==> src/rtl/uniform_bspline_point_evaluator_core_defines.svh <==
// Assertion macros for the uniform B-spline point evaluator.
`ifndef UNIFORM_BSPLINE_POINT_EVALUATOR_CORE_DEFINES_SVH
`define UNIFORM_BSPLINE_POINT_EVALUATOR_CORE_DEFINES_SVH
`ifndef ASSERT_OFF
`define ASSERT_SAME(lbl, clk, rst_n, a, b) \
    lbl: assert property (@(posedge clk) disable iff (!rst_n) (a) |-> (b)) \
        else $error("assertion failed");
`define ASSERT_NEXT(lbl, clk, rst_n, a, b) \
    lbl: assert property (@(posedge clk) disable iff (!rst_n) (a) |=> (b)) \
        else $error("assertion failed");
`else
`define ASSERT_SAME(lbl, clk, rst_n, a, b)
`define ASSERT_NEXT(lbl, clk, rst_n, a, b)
`endif
`endif

==> src/rtl/bspe_pkg.sv <==
// Types and constants shared by the B-spline evaluator modules.
package bspe_pkg;
    localparam int DATA_W = 32;
    localparam int FRAC_W = 30;
    localparam int QUOT_W = FRAC_W + 1;
    localparam int ADDR_W = 3;

    localparam logic       MODE_LOAD = 1'b0;
    localparam logic       MODE_EVAL = 1'b1;
    localparam logic       REG_STEP  = 1'b0;
    localparam logic       REG_LAST  = 1'b1;
    localparam logic [31:0] STEP_RESET = 32'd65536;
    localparam logic [5:0]  LAST_RESET = 6'd3;

    typedef struct packed {
        logic               mode;
        logic [5:0]         point_index;
        logic signed [31:0] in_x;
        logic signed [31:0] in_y;
        logic signed [31:0] in_z;
        logic signed [31:0] in_heading;
        logic [31:0]        query_time;
    } t_cmd;

    typedef struct packed {
        logic signed [31:0] out_x;
        logic signed [31:0] out_y;
        logic signed [31:0] out_z;
        logic signed [31:0] out_heading;
    } t_res;
endpackage

==> src/rtl/bspe_wdiv.sv <==
// Restoring divider that forms a Q1.30 blend weight, one quotient bit per cycle.
module bspe_wdiv import bspe_pkg::*; #(
    parameter int WW = 36
) (
    input  logic              i_clk,
    input  logic              i_rst_n,
    input  logic              i_start,
    input  logic [WW-2:0]     i_num,
    input  logic [WW-2:0]     i_den,
    output logic              o_done,
    output logic [QUOT_W-1:0] o_quot
);
    localparam int CNT_W = $clog2(QUOT_W);

    logic              r_busy, n_busy;
    logic              r_done, n_done;
    logic [CNT_W-1:0]  r_cnt, n_cnt;
    logic [WW-1:0]     r_rem, n_rem;
    logic [WW-1:0]     r_den, n_den;
    logic [QUOT_W-1:0] r_q, n_q;
    logic [WW-1:0]     trial;
    logic              ge;

    always_comb begin
        trial  = (r_cnt == '0) ? r_rem : {r_rem[WW-2:0], 1'b0};
        ge     = trial >= r_den;
        n_busy = r_busy;
        n_done = 1'b0;
        n_cnt  = r_cnt;
        n_rem  = r_rem;
        n_den  = r_den;
        n_q    = r_q;
        if (i_start) begin
            n_busy = 1'b1;
            n_cnt  = '0;
            n_rem  = {1'b0, i_num};
            n_den  = {1'b0, i_den};
            n_q    = '0;
        end else if (r_busy) begin
            n_rem = ge ? trial - r_den : trial;
            n_q   = {r_q[QUOT_W-2:0], ge};
            n_cnt = r_cnt + 1'b1;
            if (r_cnt == CNT_W'(QUOT_W - 1)) begin
                n_busy = 1'b0;
                n_done = 1'b1;
            end
        end
    end

    always_ff @(posedge i_clk) begin
        if (!i_rst_n) begin
            r_busy <= 1'b0;
            r_done <= 1'b0;
            r_cnt  <= '0;
        end else begin
            r_busy <= n_busy;
            r_done <= n_done;
            r_cnt  <= n_cnt;
        end
        r_rem <= n_rem;
        r_den <= n_den;
        r_q   <= n_q;
    end

    assign o_done = r_done;
    assign o_quot = r_q;
endmodule

==> config.mk <==
export PLATFORM = sky130hd
export DESIGN_NAME = bspe_wdiv
export DESIGN_NICKNAME = d
export VERILOG_FILES = /design/src/rtl/uniform_bspline_point_evaluator_core_defines.svh /design/src/rtl/bspe_pkg.sv /design/src/rtl/bspe_wdiv.sv
export SDC_FILE = /design/constraint.sdc
export NUM_CORES = 1
export LEC_CHECK = 0
export ABC_AREA = 0
export BUFFER_PORTS_ARGS = -buffer_cell sky130_fd_sc_hd__buf_2
export CORE_ASPECT_RATIO = 1.4
export CORE_UTILIZATION = 28
export DETAILED_ROUTE_END_ITERATION = 16
export RECOVER_POWER = 100
export SLEW_MARGIN = 25
export SYNTH_ARGS = -nofsm -noshare
export SYNTH_HDL_FRONTEND = slang
export SYNTH_SLANG_ARGS = --single-unit
==> constraint.sdc <==
create_clock -name i_clk -period 4.1 [get_ports i_clk]
set_input_delay 0.82 -clock i_clk [delete_from_list [all_inputs] [get_ports i_clk]]
set_output_delay 0.82 -clock i_clk [all_outputs]
set_load 0.1 [all_outputs]
==> impl_metrics.json <==
{
  "grt_antenna_before_repair": 1,
  "worstHoldPathType": "register to register",
  "synth_area_um2": 6877,
  "wl_met2_um": 9674,
  "cts.clk_slew.worst_paths_ns": 0.08,
  "vias_per_cell": 4.887,
  "synth_top_family_by_area": "simple AND/OR/NAND/NOR gates",
  "place_area_um2": 8028,
  "start_util": 0.2858,
  "drv_slew": 40,
  "cts_tree": "built",
  "synth_top_area_frac": 0.3057,
  "r2r_cells": 17,
  "clock_skew_ns": 0.01133,
  "reg2reg_slack_ns": 0.20,
  "highest_layer": "met5",
  "synth_compound_area_frac": 0.1470,
  "overflow": 0,
  "final_cell_area_um2": 8454,
  "cts-root-buf": "clkbuf_16",
  "fmax_mhz": 256.6,
  "synthMuxAreaShare": 0.06714,
  "hold_path_end": "r_rem[35]",
  "worst-setup-path-type": "register to register",
  "cts.sinks": 109,
  "r2r-end": "r_rem[34]",
  "drtPass1Iterations": 4,
  "dr_total_vias": 5996,
  "core_um2": 24060,
  "fp.dieW_um": 134.4,
  "crit_chain": "inv_1 > ha_2 > or4b_4 > buf_12 > nand2_1 > nand2_1 > ha_2 > nand2_1 > nor4_4 > nand3_2 > a21oi_2 > buf_4 > o21ai_1 > a21oi_1 > nor4_1 > or4_1 > a2bb2oi_1",
  "period_share": 0.9504,
  "synthAdderAreaFrac": 0.07205,
  "path_max_fanout": 19,
  "final_nets": 1024,
  "crit_arrival_ns": 4.12,
  "drt-met1-wl_um": 7723,
  "die_height_um": 187.4,
  "cpPeakStageDelay_ns": 0.51,
  "area_delta_synth_final_pct": 22.94,
  "swShare": 0.3873,
  "switchingPower_w": 0.001657,
  "numCtsBuffers": 9,
  "p_comb_frac": 0.468,
  "setup_viol": 0,
  "dp_slack_ns": -0.04084,
  "yosys.area.top_type": "edfxtp_1",
  "ys.flop_type": "edfxtp_1",
  "cap_violations": 1,
  "ys_seq_area_frac": 0.4192,
  "gp_congestion": 0.8831,
  "p_int_w": 0.002622,
  "critPathSlowestCell": "or4b_4",
  "min_path_cells": 2,
  "rows": 67,
  "violations": "capacitance limit, slew limit",
  "final_hold_viol_count": 0,
  "synth_xor_area_frac": 0.03948,
  "hold_start": "r_rem[35]",
  "grt_max_degree": 84,
  "fin_total_pwr_w": 0.004279,
  "worstMarginPinSlew_ns": 2.465,
  "drtIter0Drc": 323,
  "critical_path.endpoint_type": "register",
  "yosys_warnings": 0,
  "hpwl_um": 13640,
  "remaining_drc_errors": 0,
  "htree_levels": 3,
  "ir_worst_vdd_uv": 274.0,
  "dieArea_um2": 25200,
  "clock_path_buffers": 2,
  "p_leak_nw": 3.671,
  "synth_area_leaders": "edfxtp_1, dfxtp_1, nand2_1, ha_1, mux2i_1",
  "synth-simple-area-share": 0.2027,
  "synth_edf_count": 70,
  "grt_pass1_wl_um": 29440,
  "io_pins": 105,
  "syn_nets": 898,
  "worstReg2RegStart": "r_cnt[0]",
  "grt_pass1_vias": 5965,
  "grt_usage": 0.1480,
  "startpoint_type": "register",
  "max_slew_margin": -0.6436,
  "fin_crit_ns": 3.897,
  "ys_types": 63,
  "rsz0062_at_grt": "yes",
  "clock_latency_ns": 0.37,
  "fin_ws_ns": 0.2034,
  "ys_ff_latch": 109,
  "wl_per_cell_um": 15.12,
  "antenna_cells": 0,
  "syn_avg_cell_area_um2": 8.749,
  "drt_wl_total_um": 18560,
  "wl_met3_um": 756,
  "portBuffers": 104,
  "ant_nets": 0,
  "drive_gt1_frac": 0.1887,
  "required_ns": 4.32,
  "syn-instance-count": 786,
  "whs_ns": 0.4812,
  "p_clk_frac": 0.208,
  "crit_top_cell": "nand2_1",
  "ys_async_sr_fraction": 0,
  "outcome": "complete, but fails checks",
  "p_seq_frac": 0.324,
  "p_per_area_nw_per_um2": 506.2
}
[cells in the mapped netlist (7+ instances only)]
master / instances
nand2_1: 170
buf_2: 11
and3_1: 7
nand3_1: 18
edfxtp_1: 70
mux2i_1: 45
o21ai_0: 20
a31oi_1: 22
dfxtp_1: 39
xor2_1: 15
clkbuf_1: 22
ha_1: 38
a21o_1: 14
xnor2_1: 16
nand4_1: 11
a21oi_1: 50
inv_1: 48
nor2_1: 79
[worst max-delay path by stage]
stage | start | endpoint | slack [ns] | cells after the start
after floorplan | r_cnt[0] | r_rem[0] | 0.16 | 18
after global placement | r_cnt[0] | r_rem[34] | 0.07 | 17
after detailed placement | r_cnt[0] | r_rem[34] | -0.04 | 17
after CTS | r_cnt[0] | r_rem[34] | 0.003 | 17
after global routing | r_cnt[0] | r_rem[19] | -0.03 | 16
final | r_cnt[0] | r_rem[34] | 0.20 | 17
[critical path, delay by kind of cell (launching register included)]
kind	cells	cell delay, ns
adders and majority gates	2	0.59
and+or+nand+nor	8	1.80
DFF	1	0.32
AOI/OAI and AO/OA	4	0.63
buffers and inverters	3	0.41
[power by group through the flow]
stage | logic [W] | clock network, W | registers [W]
final | 0.00200 | 0.000889 | 0.00139
after global routing | 0.00222 | 0.000944 | 0.00140
after CTS | 0.00193 | 0.000921 | 0.00139
after detailed placement | 0.00191 | 0 | 0.00141
after global placement | 0.00189 | 0 | 0.00141
after floorplan | 0.00135 | 0 | 0.00140
[state kept, by name, indices dropped and copies added (netlist names)]
name / flops
r_den: 35
r_rem: 36
o_done: 1
o_quot: 31
r_cnt: 5
r_busy: 1
[cells by family (layout without fill, tap and decap cells)]
group,Yosys count,in the layout
mux,46,46
fa+ha+maj,39,39
compound gates,154,154
xor+xnor,31,31
flops,109,109
buf+inv,89,220
simple gates,318,318
[per-stage QoR]
step | TNS [ns] | cells | util
after floorplan | 0 | 786 | -
after global placement | 0 | 1207 | 0.3337
after CTS | 0 | 1223 | 0.3469
final | 0 | 1227 | 0.3514
after detailed placement | -0.06413 | 1207 | 0.3337
after global routing | -0.07031 | 1227 | 0.3514
[layout make-up]
| cell class | count | area, um2 |
|---|---|---|
| clock inverter | 7 | 78.83 |
| clock buffer | 9 | 225.2 |
| sequential | 109 | 2884 |
| tap | 310 | 387.9 |
| inverter | 48 | 180.2 |
| multi-input combinational | 588 | 3767 |
| fill | 2530 | 15610 |
| timing repair buffer | 156 | 930.9 |
[repair_timing]
item                                    CTS  global route
pin swaps                                 2             7
hold buffers                              0             0
setup buffers                             0             3
endpoints found under the setup margin    7            36
cloned                                    0             1
resized for setup                         3            25
[cell usage in the layout, fill, tap and decap left out, types with 34 or more instances in the layout]
master | netlist | layout
a21oi_1 | 50 | 46
nand2_1 | 170 | 170
dfxtp_1 | 39 | 38
clkbuf_1 | 22 | 34
inv_1 | 48 | 47
mux2i_1 | 45 | 45
buf_4 | 1 | 43
edfxtp_1 | 70 | 70
nor2_1 | 79 | 79
buf_2 | 11 | 70
[routing by layer]
metal	vias to the layer above	track usage
met5	-	0
met4	2	0.06050
met3	25	0.02656
met2	131	0.2704
met1	2822	0.1666
li1	3016	-
No activity file was read; power rests on OpenSTA's default activity.
